`src/design/btop_pkg.sv`:
```
// Shared types, constants and codes for the binomial tree option pricer.
`timescale 1ns / 1ps

package btop_pkg;

  localparam int MAX_STEPS = 1024;
  localparam int NODE_CAP  = MAX_STEPS + 1;
  localparam int ADDR_W    = $clog2(NODE_CAP);
  localparam int CNT_W     = $clog2(NODE_CAP + 1);
  localparam int PRICE_W   = 32;
  localparam int PROB_W    = 17;
  localparam int CFG_IDX_W = 3;
  localparam int CFG_W     = 32;

  localparam logic [PROB_W-1:0] ONE_Q16 = PROB_W'(65536);

  typedef logic [PRICE_W-1:0] price_t;
  typedef logic [PROB_W-1:0]  prob_t;
  typedef logic [ADDR_W-1:0]  addr_t;
  typedef logic [CNT_W-1:0]   cnt_t;

  typedef enum logic [1:0] {
    KIND_CALL = 2'd0,
    KIND_PUT  = 2'd1,
    KIND_BULL = 2'd2,
    KIND_BEAR = 2'd3
  } kind_t;

  localparam logic [CFG_IDX_W-1:0] CFG_OPTION_KIND     = 3'd0;
  localparam logic [CFG_IDX_W-1:0] CFG_STRIKE_LOW      = 3'd1;
  localparam logic [CFG_IDX_W-1:0] CFG_STRIKE_HIGH     = 3'd2;
  localparam logic [CFG_IDX_W-1:0] CFG_UP_PROBABILITY  = 3'd3;
  localparam logic [CFG_IDX_W-1:0] CFG_DISCOUNT_FACTOR = 3'd4;

  typedef struct packed {
    logic   valid;
    price_t up;
    price_t down;
    addr_t  addr;
  } step_req_t;

  typedef struct packed {
    logic   busy;
    logic   we;
    addr_t  addr;
    price_t data;
  } step_rsp_t;

endpackage

```
`src/design/btop_step.sv`:
```
// Pipelined induction step: weighted mean of two nodes, then discounting.
`timescale 1ns / 1ps

module btop_step (
  input  logic                 clk,
  input  logic                 rst_n,
  input  btop_pkg::prob_t      q,
  input  btop_pkg::prob_t      d,
  input  btop_pkg::step_req_t  req,
  output btop_pkg::step_rsp_t  rsp
);
  import btop_pkg::*;

  localparam int PROD_W = PROB_W + PRICE_W;
  localparam int SUM_W  = PROD_W + 1;
  localparam int M_W    = SUM_W - 16;
  localparam int V_W    = M_W + PROB_W;
  localparam int SH_W   = V_W - 16;

  prob_t             q_comp;
  logic              a_valid_r;
  logic [PROD_W-1:0] prod_up_r;
  logic [PROD_W-1:0] prod_down_r;
  addr_t             a_addr_r;
  logic [SUM_W-1:0]  sum_nxt;
  logic [M_W-1:0]    mean_nxt;
  logic [V_W-1:0]    disc_nxt;
  logic              b_valid_r;
  logic [V_W-1:0]    disc_r;
  addr_t             b_addr_r;
  logic [SH_W-1:0]   shifted;

  assign q_comp = ONE_Q16 - q;

  always_ff @(posedge clk) begin
    if (!rst_n) begin
      a_valid_r <= 1'b0;
      b_valid_r <= 1'b0;
    end else begin
      a_valid_r <= req.valid;
      b_valid_r <= a_valid_r;
    end
  end

  always_ff @(posedge clk) begin
    prod_up_r   <= {{PRICE_W{1'b0}}, q} * {{PROB_W{1'b0}}, req.up};
    prod_down_r <= {{PRICE_W{1'b0}}, q_comp} * {{PROB_W{1'b0}}, req.down};
    a_addr_r    <= req.addr;
    disc_r      <= disc_nxt;
    b_addr_r    <= a_addr_r;
  end

  assign sum_nxt  = {1'b0, prod_up_r} + {1'b0, prod_down_r};
  assign mean_nxt = sum_nxt[SUM_W-1:16];
  assign disc_nxt = {{PROB_W{1'b0}}, mean_nxt} * {{M_W{1'b0}}, d};
  assign shifted  = disc_r[V_W-1:16];

  always_comb begin
    rsp.busy = a_valid_r | b_valid_r;
    rsp.we   = b_valid_r;
    rsp.addr = b_addr_r;
    rsp.data = (|shifted[SH_W-1:PRICE_W]) ? '1 : shifted[PRICE_W-1:0];
  end

endmodule

```
`config.mk`:
```
export PLATFORM = sky130hd
export DESIGN_NAME = btop_step
export DESIGN_NICKNAME = d
export VERILOG_FILES = /design/src/design/btop_pkg.sv /design/src/design/btop_step.sv
export SDC_FILE = /design/constraint.sdc
export NUM_CORES = 2
export LEC_CHECK = 0
export CORE_MARGIN = 2
export CORE_UTILIZATION = 30
export DETAILED_ROUTE_END_ITERATION = 8
export DONT_BUFFER_PORTS = 1
export GPL_TIMING_DRIVEN = 0
export PLACE_DENSITY = 0.57
export SYNTH_ARGS = -nofsm -noshare
export SYNTH_HDL_FRONTEND = slang
export SYNTH_SLANG_ARGS = --single-unit
export TNS_END_PERCENT = 100
```
`constraint.sdc`:
```
create_clock -name clk -period 8.07 [get_ports clk]
set_clock_uncertainty 0.2 [all_clocks]
set_input_delay 0.4035 -clock clk [delete_from_list [all_inputs] [get_ports clk]]
set_output_delay 0.4035 -clock clk [all_outputs]
set_load 0.1 [all_outputs]
```
* Word-level counts from Yosys, hierarchy flattened
Cells that the tools add are included.
** Storage, ports and cells
- Input bits :: 112
- Latch bits :: 0
- Output and inout bits :: 45
- ROM bits :: 0
- Word-level logic and storage cells :: 15
- Memories kept :: 0
- RAM bits :: 0
- Register bits after elaboration :: 173
** Cells by class
- Shift-type cells :: 0
- Bitwise logic cells :: 1
- Add/subtract/negate cells :: 2
- Order comparisons :: 0
- Reduce and logical (&&, ||, !) cells :: 1
- $mul :: 3
- Mux-type cells :: 1
- Eq/ne operators :: 0
- Div/mod/pow operators :: 0
** Operators with widths (count)
- $mul 17x32->49 :: 2
- $mul 34x17->51 :: 1
- $add 49x49->50 :: 1
- $mux 32 :: 1
- $sub 17x17->17 const A :: 1
- $reduce_or 3->1 :: 1
- $or 1x1->1 :: 1

* Longest topological paths before layout
- Depth in word-level cells :: 2
- Mapped depth :: 35
- Mapped depth without buffers :: 33

* Worst setup path after synthesis
OpenSTA, ideal clock, no wires.
- Path kind :: reg-to-reg
- From :: register prod_up_r[18]
- To :: register disc_r[50]
- Path buffers :: 1
- Setup time :: 0.072 ns
- Stages on the path, launching flop included :: 34
- Arrival time :: 8.117 ns
- Required time :: 7.798 ns
- Setup slack :: -0.319 ns
- Clock period less this slack :: 8.389 ns
- Path through :: dfxtp_1 -> ha_1 -> nand2_1 -> nor4_1 -> o2111ai_1 -> a31oi_1 -> nor3_2 -> o21ai_0 -> a21boi_0 -> xnor2_1 -> clkbuf_1 -> nand2_1 -> fa_1 -> inv_1 -> fa_1 -> inv_1 -> fa_1 -> inv_1 -> fa_1 -> fa_1 -> inv_1 -> fa_1 -> inv_1 -> ha_1 -> nand4_1 -> nor2_1 -> nand4_1 -> o211ai_1 -> a21boi_1 -> o21ba_2 -> o31a_1 -> o311a_1 -> o21bai_1 -> xnor2_1
** On the way
- Word-level cells in the longest chain between the ends :: 2
** Ends and longest elaborated chain
- start, declared :: RTL line btop_step.sv:22 : logic [PROD_W-1:0] prod_up_r;
- start signal, assigned :: RTL line btop_step.sv:46 : prod_up_r <= {{PRICE_W{1'b0}}, q} * {{PROB_W{1'b0}}, req.up};
- $add 49x49->50 :: RTL line btop_step.sv:53 : assign sum_nxt = {1'b0, prod_up_r} + {1'b0, prod_down_r};
- $mul 34x17->51 :: RTL line btop_step.sv:55 : assign disc_nxt = {{PROB_W{1'b0}}, mean_nxt} * {{M_W{1'b0}}, d};
- via disc_nxt[50] :: RTL line btop_step.sv:27 : logic [V_W-1:0] disc_nxt;
- end signal, assigned :: RTL line btop_step.sv:49 : disc_r <= disc_nxt;
- end, declared :: RTL line btop_step.sv:29 : logic [V_W-1:0] disc_r;
The timed path passes the listed nets, and every way through them passes these cells.
A chain may end at the register's enable or synchronous reset.

* Worst setup path in the final report
- From :: register prod_down_r[16]
- To :: register disc_r[41]
** On the way
- Word-level cells in the longest chain between the ends :: 2
** Ends and longest elaborated chain
- start, declared :: RTL line btop_step.sv:23 : logic [PROD_W-1:0] prod_down_r;
- start signal, assigned :: RTL line btop_step.sv:47 : prod_down_r <= {{PRICE_W{1'b0}}, q_comp} * {{PROB_W{1'b0}}, req.down};
- $add 49x49->50 :: RTL line btop_step.sv:53
- $mul 34x17->51 :: RTL line btop_step.sv:55
- via disc_nxt[41] :: RTL line btop_step.sv:27
The timed path passes the listed nets, and every way through them passes these cells.

==> results.cfg <==
[synthesis]
async_flop_share = 0
avgSynthCellArea_sq_um = 8.794
ys_seq_elements = 157
seq_area_frac_synth = 0.05527
synthesis.nets = 8372
synthXorXnorAreaFrac = 0.02627
synthFlopType = dfxtp_1
yosys.area.top_type = fa_1
synth_compound_area_frac = 0.05714
synth_edf_count = 0
netlist_area_sq_um = 56870
synthAdderAreaFrac = 0.5760
netlist.area_leader.share = 0.4840
yosysWarningCount = 0
synth.area.top_cells = fa_1, inv_1, ha_1
synth_top_family_by_area = adder cells
syn-instance-count = 6467
synthSimpleGateAreaFrac = 0.1657
synth.distinct_cells = 81
synthMuxAreaShare = 0

[floorplanning]
die_w_um = 439.4
coreArea_sq_um = 188000
die_y_um = 439.4
rows = 159
start_util = 0.3025
pin_count = 157
die_area_sq_um = 193100

[clock_network]
htreeDepth = 4
clkLatencyLatePin_ns = 0.51
clock-root-buffer = clkbuf_16
clock_path_buffers = 2
cts_buffers = 17
clkTransAtPathRegs_ns = 0.08
cts_tree = built
clock_sinks = 157

[route]
drtAntennaViolNets = 0
drt_iter0_drc = 3419
first_pass_iters = 6
wire_per_inst_um = 19.98
via_per_inst = 4.826
vias = 44210
drc_errors = 0
wl_mm = 183.1

[global_routing]
grt_pass1_wl_mm = 280.2
grt-ovfl-total = 0
grt.total_usage = 0.1921
grt_pass1_vias = 47370
grt_antenna_before_repair = 11
grt_max_degree = 19

[finish]
fillers = 19320
layout.nets = 8553
final_common_cell = inv_1
syn2layout_area_growth_pct = 13.83
final_cell_mix = inv_1, fa_1, nand2_1, and2_1, ha_1
drive_above_1_share = 0.07657
final_core_utilization = 0.3443

[critical_path]
crit_required_ns = 8.31
cp_max_fo = 5
cp_slowest_cell = fa_1
critPathKind = flip-flop to flip-flop
slowest_delay_ns = 0.54
worstPathArrival_ns = 9.22
end_kind = flip-flop
start_kind = flip-flop
cp_common_cell = fa_1
r2r_slack_ns = -0.91

[outcome]
outcome = finished, violations left
violations = negative setup slack

[sta]
finalCriticalPeriod_ns = 8.977
worst_slew_pin_slew_ns = 1.113
finalSetupViolCount = 32
setup_slack_ns = -0.9068
hold_ws_ns = 0.1169
period_share = 1.112
max_slew_margin = 0.2607
fmax_mhz = 111.4
final_max_slew_viol_count = 0
hold_viol = 0
rsz0062_at_grt = yes

[placed_design]
hpwlAfterDp_mm = 151.2
gp_congestion = 0.9453
io_buffer_count = 0

[worst_hold_path]
hold_path_class = input pin to flip-flop

[flow_run]
max_cap_violations = 0
[repair_timing]
action	in CTS	in global routing
gates cloned	0	2
buffers inserted	100	54
setup endpoints to repair	71	56
hold buffers	18	0
endpoints found under the hold margin	19	0
gates resized for setup	347	203
pin swaps	85	104
[path summary, 6_finish.rpt]
kind | from | end | depth (start not counted)
worst min-delay path | q[0] | prod_up_r[0] | 2
worst min register to register | a_addr_r[4] | b_addr_r[4] | 0
worst max-delay path | prod_down_r[16] | disc_r[41] | 38
worst max register to register | prod_down_r[16] | disc_r[41] | 38
[routing by layer]
metal  track usage  share of wire  vias up
met5             0        0.00015        -
li1              -              -    19320
met2        0.3311           0.49     1634
met4       0.07516          0.046        4
met1        0.2387           0.39    22880
met3       0.03199          0.068      378
[flip-flops by register name, summed over array words and instances (netlist names)]
name,cells
prod_up_r,49
b_addr_r,11
prod_down_r,49
b_valid_r,1
a_valid_r,1
a_addr_r,11
disc_r,35
[kinds of logic after synthesis]
group / count (synthesis)
xor+xnor: 165
compound gates: 491
fa+ha+maj: 1793
flops: 157
buf+inv: 1804
simple gates: 2057
[critical path: cells and delay by family (launching register included)]
family          cells  cell delay (ns)
flops               1             0.37
simple gates        5             0.71
buf+inv            11             1.15
xor+xnor            2             0.27
fa+ha+maj           8             3.59
compound gates     12             2.58
[cells in the mapped netlist, types with 6 or more instances]
library cell / n
o21a_1: 15
and2_1: 473
nand4_1: 30
a21o_1: 95
o211ai_1: 9
a31oi_1: 21
nor2b_1: 25
nand3_1: 29
o21bai_1: 28
xnor2_1: 107
o21ai_1: 10
a21oi_1: 157
ha_1: 418
inv_1: 1463
a211oi_1: 7
o31ai_1: 8
nor3_1: 20
xor2_1: 53
fa_1: 1375
nand2_1: 1291
dfxtp_1: 157
a2111oi_0: 6
nor2_1: 80
a21boi_0: 11
o21ai_0: 65
nor4_1: 10
buf_2: 9
nand2b_1: 50
buf_1: 30
and3_1: 20
clkbuf_1: 297
[per-stage QoR]
stage / cell area, sq um / setup slack (ns) / std cells / setup TNS [ns]
finish: 64730 / -0.9068 / 9160 / -15.76
global route: 64720 / -1.166 / 9156 / -24.53
CTS: 63540 / -0.8494 / 9107 / -13.49
detailed placement: 60090 / -3.009 / 8963 / -143.77
global placement: 60060 / -2.940 / 8962 / -141.33
floorplan: 56930 / -0.05271 / 6467 / -0.05271
[layout make-up]
cell class | count | area, sq um | share of cell area
Antenna cell | 4 | 10.01 | 0.0001546
Timing Repair Buffer | 175 | 1718 | 0.02654
Clock buffer | 17 | 425.4 | 0.006572
Inverter | 1463 | 5492 | 0.08483
Sequential cell | 157 | 3154 | 0.04873
Clock inverter | 15 | 195.2 | 0.003015
Tap cell | 2495 | 3122 | 0.04822
Buffer | 328 | 1759 | 0.02718
Multi-Input combinational cell | 4506 | 48860 | 0.7548
Power is left out: the tool's default activity adds up to more than one toggle a clock period on the data nets, which glitch-free logic cannot reach.
