===== src/design/btop_pkg.sv =====
// Shared types, constants and codes for the binomial tree option pricer.
`timescale 1ns / 1ps

package btop_pkg;

  localparam int MAX_STEPS = 1024;
  localparam int NODE_CAP  = MAX_STEPS + 1;
  localparam int ADDR_W    = $clog2(NODE_CAP);
  localparam int CNT_W     = $clog2(NODE_CAP + 1);
  localparam int PRICE_W   = 32;
  localparam int PROB_W    = 17;
  localparam int CFG_IDX_W = 3;
  localparam int CFG_W     = 32;

  localparam logic [PROB_W-1:0] ONE_Q16 = PROB_W'(65536);

  typedef logic [PRICE_W-1:0] price_t;
  typedef logic [PROB_W-1:0]  prob_t;
  typedef logic [ADDR_W-1:0]  addr_t;
  typedef logic [CNT_W-1:0]   cnt_t;

  typedef enum logic [1:0] {
    KIND_CALL = 2'd0,
    KIND_PUT  = 2'd1,
    KIND_BULL = 2'd2,
    KIND_BEAR = 2'd3
  } kind_t;

  localparam logic [CFG_IDX_W-1:0] CFG_OPTION_KIND     = 3'd0;
  localparam logic [CFG_IDX_W-1:0] CFG_STRIKE_LOW      = 3'd1;
  localparam logic [CFG_IDX_W-1:0] CFG_STRIKE_HIGH     = 3'd2;
  localparam logic [CFG_IDX_W-1:0] CFG_UP_PROBABILITY  = 3'd3;
  localparam logic [CFG_IDX_W-1:0] CFG_DISCOUNT_FACTOR = 3'd4;

  typedef struct packed {
    logic   valid;
    price_t up;
    price_t down;
    addr_t  addr;
  } step_req_t;

  typedef struct packed {
    logic   busy;
    logic   we;
    addr_t  addr;
    price_t data;
  } step_rsp_t;

endpackage


===== src/design/btop_payoff.sv =====
// Payoff of one terminal price for call, put, bull spread and bear spread.
`timescale 1ns / 1ps

module btop_payoff (
  input  btop_pkg::kind_t  kind,
  input  btop_pkg::price_t strike_low,
  input  btop_pkg::price_t strike_high,
  input  btop_pkg::price_t price,
  output btop_pkg::price_t payoff
);
  import btop_pkg::*;

  price_t spread_width;

  assign spread_width = (strike_high > strike_low) ? strike_high - strike_low : '0;

  always_comb begin
    unique case (kind)
      KIND_CALL: begin
        payoff = (price > strike_low) ? price - strike_low : '0;
      end
      KIND_PUT: begin
        payoff = (strike_low > price) ? strike_low - price : '0;
      end
      KIND_BULL: begin
        if (price <= strike_low) begin
          payoff = '0;
        end else if (price < strike_high) begin
          payoff = price - strike_low;
        end else begin
          payoff = spread_width;
        end
      end
      KIND_BEAR: begin
        if (price <= strike_low) begin
          payoff = spread_width;
        end else if (price < strike_high) begin
          payoff = strike_high - price;
        end else begin
          payoff = '0;
        end
      end
      default: payoff = '0;
    endcase
  end

endmodule


===== config.mk =====
export PLATFORM = sky130hd
export DESIGN_NAME = btop_payoff
export DESIGN_NICKNAME = d
export VERILOG_FILES = /design/src/design/btop_pkg.sv /design/src/design/btop_payoff.sv
export SDC_FILE = /design/constraint.sdc
export NUM_CORES = 1
export LEC_CHECK = 0
export BUFFER_PORTS_ARGS = -buffer_cell sky130_fd_sc_hd__buf_2
export CORE_MARGIN = 1.5
export CORE_UTILIZATION = 55
export DETAILED_ROUTE_END_ITERATION = 16
export PLACE_DENSITY = 0.81
export SYNTH_ARGS = -nofsm -noshare
export SYNTH_HDL_FRONTEND = slang
export SYNTH_SLANG_ARGS = --single-unit

===== constraint.sdc =====
create_clock -name vclk -period 5.7
set_input_delay 1.425 -clock vclk [all_inputs]
set_output_delay 1.425 -clock vclk [all_outputs]
set_load 0.05 [all_outputs]

==> results of run 1 <==
## repair_timing
action,4_1_cts
hold buffers,0
gates resized for setup,251
pin swaps,92
setup endpoints to repair,32
buffers inserted,34
cloned,4
## logic make-up after synthesis
kind of cell / count (synthesis) / synth area share, %
buf+inv: 157 / 8.32
simple gates: 343 / 21.1
fa+ha+maj: 132 / 21.0
xor+xnor: 74 / 8.10
mux: 3 / 0.375
compound gates: 483 / 41.1
## metal layers
layer  global-route usage (%)  GRT overflow
met2                     96.8            41
met1                     79.1             2
met3                     69.2             1
met5                     35.8             0
met4                     85.1            38
## per-stage QoR
step	std cells	hold WS, ns	worst slack, ns	instance area [um2]
floorplan	1192	3.21	-0.135	8320
global placement	1846	3.48	-0.354	12000
detailed placement	1846	3.49	-0.406	12000
CTS	1883	3.43	-0.164	13400
==> summary.txt, run 1 <==
Yosys
  • Leading cell types by count after synthesis: sky130_fd_sc_hd__ha_1 (128), sky130_fd_sc_hd__a21oi_1 (125), sky130_fd_sc_hd__nand2_1 (99)
  • Sequential fraction of the synthesis area: 0%
  • Post-Synthesis Mean Instance Area: ~6.7 um2
  • Number of distinct library cells after synthesis: 78
  • Cell with the most instances after synthesis: sky130_fd_sc_hd__ha_1
  • Number of nets in the synthesized netlist: 1422
  • Area share of the largest cell type after synthesis: about a fifth
  • Biggest area contributors in the synthesized netlist: sky130_fd_sc_hd__ha_1 (20%), sky130_fd_sc_hd__a21oi_1 (7.8%), sky130_fd_sc_hd__xnor2_1 (5.7%), sky130_fd_sc_hd__a21o_1 (4.8%), sky130_fd_sc_hd__nand2_1 (4.6%)
  • Yosys top cell by area: sky130_fd_sc_hd__ha_1
  • Post-Synthesis Cell Area: 8000 um2
  • Number of cells produced by synthesis: approximately 1.2k
  • Count of warnings emitted by yosys: 0

Placed design
  • Final GP Congestion: about 1.1
  • Total of buffers placed on input and output ports: 130
  • HPWL after DPL: between 30 and 40 mm

GRT
  • Wire length of the first global-routing pass: ~95 mm
  • Largest net degree at the start of global routing: 16
  • Grt total ovfl: 82
  • Total global routing track utilization: around four fifths
  • Vias in the first global route: 16.4k

Floorplan
  • Die extent in y: 124 um
  • Initial Util: ~57%
  • Total number of placement rows: between 40 and 50
  • Number of primary I/O pins: 130
  • Width of the die: 124 um

Status
  • Error message: [ERROR GRT-0116] Global routing finished with congestion. Check the congestion regions in the DRC Viewer.
  • Stopping stage: 5_1_grt
  • Result of the run: did not finish
==> run 2: changes to the inputs <==
- CORE_UTILIZATION: 55 -> 40
- PLACE_DENSITY: 0.81 -> unset
- PLACE_DENSITY_LB_ADDON: unset -> 0.15
- clock period: 5.7 -> 7.4 ns (I/O delays scaled with it)
==> summary.txt, run 2 <==
Yosys
  • Area share of the largest cell type after synthesis: roughly 20%
  • Yosys top cell by area: sky130_fd_sc_hd__ha_1
  • Sequential fraction of the synthesis area: 0%
  • Count of warnings emitted by yosys: 0
  • Number of cells produced by synthesis: 1192
  • Number of distinct library cells after synthesis: 78
  • Post-Synthesis Mean Instance Area: 6.71 um2
  • Cell with the most instances after synthesis: sky130_fd_sc_hd__ha_1
  • Post-Synthesis Cell Area: between 8000 and 9000 um2
  • Biggest area contributors in the synthesized netlist: sky130_fd_sc_hd__ha_1 (20%), sky130_fd_sc_hd__a21oi_1 (7.8%), sky130_fd_sc_hd__xnor2_1 (5.7%), sky130_fd_sc_hd__a21o_1 (4.8%), sky130_fd_sc_hd__nand2_1 (4.6%)
  • Leading cell types by count after synthesis: sky130_fd_sc_hd__ha_1 (128), sky130_fd_sc_hd__a21oi_1 (125), sky130_fd_sc_hd__nand2_1 (99)
  • Number of nets in the synthesized netlist: about 1.4k

Critical path
  • Kind of end point of the critical path: output port
  • Startpoint Class: input pin
  • Path type of the worst setup path: in -> out
  • CP startpoint: strike_high[0]
  • Biggest fanout along the worst timing path: 13
  • Worst path arrival time: about 5.5 ns
  • Worst endpoint required time: approximately 5.6 ns

GRT
  • Total global routing track utilization: approximately a third
  • Antenna violations before repair: 0
  • Vias in the first global route: 9242
  • Grt total ovfl: 0
  • Wire length of the first global-routing pass: around 52 mm
  • Largest net degree at the start of global routing: 26

Timing
  • Fmax: between 0.1 and 0.15 GHz
  • Unrepaired setup endpoints after global routing: false
  • Actual transition at the worst max-transition pin: 0.673 ns
  • Post-route worst setup slack: 0.0855 ns
  • Relative max-transition margin: a little over half
  • Shortest clock period the worst path allows after layout: 7.31 ns
  • Max-slew violation count: 0
  • Fin crit share: between 90% and 100%
  • Final setup violation count: 0
  • Total Negative Setup Slacks: 0 ns
  • Endpoints failing hold: 0

Min path
  • Hold EP: payoff[0]
  • Hold Path Class: in -> out
  • Hold depth: 4
  • Worst Min Path Start: price[0]

Routing
  • Routed vias/inst: approximately 6.2
  • Iteration-0 DRC Markers: 1051
  • Iteration count of the initial detailed-routing pass: 5
  • Wire length reported by the detailed router: about 34 mm
  • Antenna Nets Post-Route: 0
  • Detailed-route wire length per cell: about 21 um
  • Vias: 9924
  • Post-route DRC violation count: 0

Floorplan
  • Number of primary I/O pins: 130
  • Width of the die: 144 um
  • Die extent in y: around 140 um
  • Initial Util: approximately two fifths
  • Total number of placement rows: ~50
  • Die footprint: between 20000 and 25000 um2
  • Core outline area: 19500 um2

Finish
  • Relative area change from synthesis to final layout: 15.5%
  • Final nets: about 1.6k
  • Final standard cell area without fillers: just over 9000 um2
  • Layout filler cell count: approximately 2.1k
  • # clk buffers: 0
  • Sequential cell count: 0
  • Number of inserted diodes: 0
  • Most common cell after layout, fill and taps aside: sky130_fd_sc_hd__buf_2
  • Sequential cell area: 0 um2
  • Commonest cells after routing, fill and taps aside: sky130_fd_sc_hd__buf_2 (130), sky130_fd_sc_hd__ha_1 (128), sky130_fd_sc_hd__a21oi_1 (125)
  • Fraction of layout cells with a size suffix above 1: around 17%

Placed design
  • Final GP Congestion: 0.951
  • Total of buffers placed on input and output ports: 130
  • Standard cell area after detailed placement: 9220 um2
  • Place WS: around 0.10 ns
  • HPWL after DPL: approximately 29 mm

Power and ir drop
  • Worst VDD drop: between 0.05 and 0.06 mV
  • P per Cell Area: 109 nW/um2
  • Leakage component of the power: around 4.3 nW

Status
  • Result of the run: complete, no violations

Run
  • Max-Cap Viols: 0
## run 2: cell counts after synthesis
No cell type changed its count.
## run 2: critical path: stages
cell and delay, ns:
sky130_fd_sc_hd__buf_2 0.07, sky130_fd_sc_hd__inv_1 0.05, sky130_fd_sc_hd__ha_1 0.23, sky130_fd_sc_hd__fa_1 0.38
sky130_fd_sc_hd__and2b_1 0.30, sky130_fd_sc_hd__o2111ai_2 0.16, sky130_fd_sc_hd__nand3_2 0.12, sky130_fd_sc_hd__nand2_1 0.11
sky130_fd_sc_hd__o31a_1 0.30, sky130_fd_sc_hd__a211o_1 0.42, sky130_fd_sc_hd__a211oi_4 0.38, sky130_fd_sc_hd__buf_4 0.29
sky130_fd_sc_hd__a2bb2oi_1 0.09, sky130_fd_sc_hd__mux2i_1 0.26, sky130_fd_sc_hd__a221o_1 0.18, sky130_fd_sc_hd__buf_2 0.26
## run 2: metrics by stage
stage	std cells	utilization, %	hold WS (ns)	power [W]
global placement	1591	47.2	4.32	0.000978
floorplan	1192	-	4.24	0.000676
detailed placement	1591	47.2	4.32	0.000976
finish	1591	47.3	4.33	0.00100
CTS	1591	47.2	4.32	0.000981
global route	1591	47.3	4.36	0.00108
## run 2: area by class of cell
cell class                 count  area (um2)  area share, %
multi-input combinational   1035        7360           79.6
timing repair buffer         202        1220           13.2
inverter                      89         334           3.62
tap                          265         332           3.59
## run 2: layer usage
metal | wire length, um | GRT usage [%]
met3 | 2860 | 4.27
met1 | 15500 | 45.7
met4 | 1270 | 10.8
met5 | 0 | 0
met2 | 14300 | 49.0
## run 2: worst max path at each step
stage | endpoint | slack [ns] | cells past startpoint
finish | payoff[28] | 0.09 | 16
detailed placement | payoff[29] | 0.10 | 16
global route | payoff[28] | 0.0005 | 16
floorplan | payoff[13] | 0.30 | 14
global placement | payoff[29] | 0.12 | 15
CTS | payoff[29] | 0.1 | 16
## run 2: where the power goes
part	internal, W	leakage (nW)	switching, W
combinational	0.000363	4.35	0.000641
sequential	0	0	0
clock	0	0	0
total	0.000363	4.35	0.000641
## run 2: what timing repair did
action,in CTS,in global routing
buffers inserted,0,0
endpoints found under the setup margin,0,9
gates resized for setup,0,3
hold buffers,0,0
## run 2: logic make-up (layout without fill, tap and decap cells)
group                      count (synthesis)  count (layout)  share of synthesized area, %
xor gates and xnor gates                  74              74                          8.10
AOI/OAI and AO/OA                        483             483                          41.1
buffers and inverters                    157             291                          8.32
muxes                                      3               3                         0.375
and+or+nand+nor                          343             343                          21.1
adders and majority gates                132             132                          21.0
Power figures use the tool's default switching activity.
==> run 3: changes to the inputs <==
--- a/config.mk
+++ b/config.mk
@@ -7,5 +7,5 @@
 export LEC_CHECK = 0
 export BUFFER_PORTS_ARGS = -buffer_cell sky130_fd_sc_hd__buf_2
-export CORE_MARGIN = 1.5
+export CORE_MARGIN = 2
 export CORE_UTILIZATION = 40
 export DETAILED_ROUTE_END_ITERATION = 16
==> constraint.sdc (replaced) <==
create_clock -name vclk -period 7.4
set_input_delay 0.74 -clock vclk [all_inputs]
set_output_delay 0.74 -clock vclk [all_outputs]
set_load 0.05 [all_outputs]
==> summary.txt, run 3 (same netlist as run 2, synthesis figures left out) <==
Placed design
  • Number of placed instances with taps included: 1524
  • Standard cell area after detailed placement: between 8000 and 9000 um2
  • Total of buffers placed on input and output ports: 130
  • Final GP Congestion: between 0.9 and 1
  • HPWL after DPL: 27.1 mm

Critical path
  • Startpoint Class: input pin
  • Chain of cells forming the critical path: buf_2, inv_1, ha_1, inv_1, fa_1, nand3_1, a21oi_1, o31a_1, o31a_1, a2bb2oi_1, nor2_2, nor2_1, nand2_1, o21ai_0, or3_1, buf_2
  • Kind of end point of the critical path: output port
  • Worst path arrival time: approximately 5.0 ns
  • Worst endpoint required time: 6.66 ns
  • Path type of the worst setup path: in -> out
  • Biggest fanout along the worst timing path: 20
  • CP startpoint: price[0]
  • Worst path slowest cell: sky130_fd_sc_hd__nor2_2
  • Slowest stage delay, CP: 0.73 ns
  • Worst setup path endpoint: payoff[6]

Finish
  • Most common cell after layout, fill and taps aside: sky130_fd_sc_hd__buf_2
  • # clk buffers: 0
  • Fraction of layout cells with a size suffix above 1: between 10% and 20%
  • Non-filler instance count after layout: 1524
  • Commonest cells after routing, fill and taps aside: sky130_fd_sc_hd__buf_2 (130), sky130_fd_sc_hd__ha_1 (128), sky130_fd_sc_hd__a21oi_1 (125)
  • Sequential cell area: 0 um2
  • Final nets: ~1.5k
  • Sequential cell count: 0
  • Util after Layout: approximately 44%
  • Layout filler cell count: about 2.2k
  • Relative area change from synthesis to final layout: 8.60%
  • Number of inserted diodes: 0
  • Final standard cell area without fillers: just under 9000 um2

Timing
  • Actual transition at the worst max-transition pin: approximately 1.0 ns
  • Fin crit share: 77.9%
  • Total Negative Setup Slacks: 0 ns
  • Max-slew violation count: 0
  • Relative max-transition margin: 31.3%
  • Fmax: roughly 0.17 GHz
  • Final setup violation count: 0
  • Shortest clock period the worst path allows after layout: 5.76 ns
  • Unrepaired setup endpoints after global routing: false
  • Endpoints failing hold: 0

Power and ir drop
  • P per Cell Area: ~110 nW/um2
  • Worst VDD drop: around 0.066 mV
  • Leakage component of the power: approximately 4 nW

Min path
  • Hold Path Class: in -> out

Floorplan
  • Number of primary I/O pins: between 100 and 150
  • Total number of placement rows: 51
  • Die extent in y: roughly 150 um
  • Core outline area: 19500 um2
  • Initial Util: approximately 40%
  • Die footprint: around 21000 um2
  • Width of the die: around 150 um

Routing
  • Vias: 9682
  • Wire length reported by the detailed router: 32.8 mm
  • Routed vias/inst: between 6 and 7
  • Antenna Nets Post-Route: 0
  • Iteration-0 DRC Markers: between 1k and 1.5k
  • Detailed-route wire length per cell: about 22 um
  • Iteration count of the initial detailed-routing pass: 5
  • Post-route DRC violation count: 0

GRT
  • Largest net degree at the start of global routing: 35
  • Antenna violations before repair: 0
  • Wire length of the first global-routing pass: ~50 mm
  • Grt total ovfl: 0
  • Vias in the first global route: 8955
  • Total global routing track utilization: 29.2%

Status
  • Result of the run: complete, no violations

Clock network
  • Hold-fix buffers, CTS: 0
  • Quantity of gates resized following cts: 0
  • Buffers inserted during post-CTS setup optimization: 0

Run
  • Max-Cap Viols: 0
[run 3: cell count changes in the layout (fill, tap and decap cells not counted)]
cell	change
sky130_fd_sc_hd__buf_4	-65
sky130_fd_sc_hd__buf_12	-2
sky130_fd_sc_hd__a211oi_2	+1
sky130_fd_sc_hd__a211oi_4	-1
sky130_fd_sc_hd__a21oi_2	+1
sky130_fd_sc_hd__a21oi_4	-1
sky130_fd_sc_hd__nor3_2	+1
sky130_fd_sc_hd__nor3_4	-1
[run 3: power breakdown]
| group | switching (W) | total (W) | internal (W) |
|---|---|---|---|
| registers | 0 | 0 | 0 |
| logic | 0.000631 | 0.000954 | 0.000323 |
| clock network | 0 | 0 | 0 |
[run 3: layout make-up]
cell class / instances / area, um2 / share of cell area (%)
multi-input cells: 1035 / 7330 / 84.4
inverters: 89 / 334 / 3.85
repair buffers: 135 / 688 / 7.92
well taps: 265 / 332 / 3.82
[run 3: worst max-delay path, delay by kind of cell]
kind            cells  cell delay, ns
simple gates        5            2.19
fa+ha+maj           2            0.58
buf+inv             4            0.44
compound gates      5            1.06
[run 3: worst min-delay path by stage]
stage          slack (ns)   endpoint  depth (start not counted)      from
2_1_floorplan        2.02  payoff[2]                          2   kind[1]
3_3_place_gp         2.09  payoff[0]                          4  price[0]
3_5_place_dp         2.10  payoff[2]                          3   kind[1]
4_1_cts              2.10  payoff[2]                          3   kind[1]
5_1_grt              2.13  payoff[2]                          3   kind[1]
6_report             2.10  payoff[0]                          4  price[0]
[run 3: routing by layer]
layer  vias up  part of all wire, %  track usage [%]
li1       4599                    -                -
met4         0                  2.4             5.74
met3        56                  7.9             1.63
met2       475                   43             46.6
met5         -                    0                0
met1      4552                   46             43.3
[run 3: metrics by stage]
step / setup WS [ns] / hold slack, ns / power (W)
floorplan: 2.52 / 2.02 / 0.000676
global placement: 1.83 / 2.09 / 0.000930
detailed placement: 1.73 / 2.10 / 0.000926
CTS: 1.72 / 2.10 / 0.000931
global route: 1.39 / 2.13 / 0.00102
finish: 1.64 / 2.10 / 0.000954
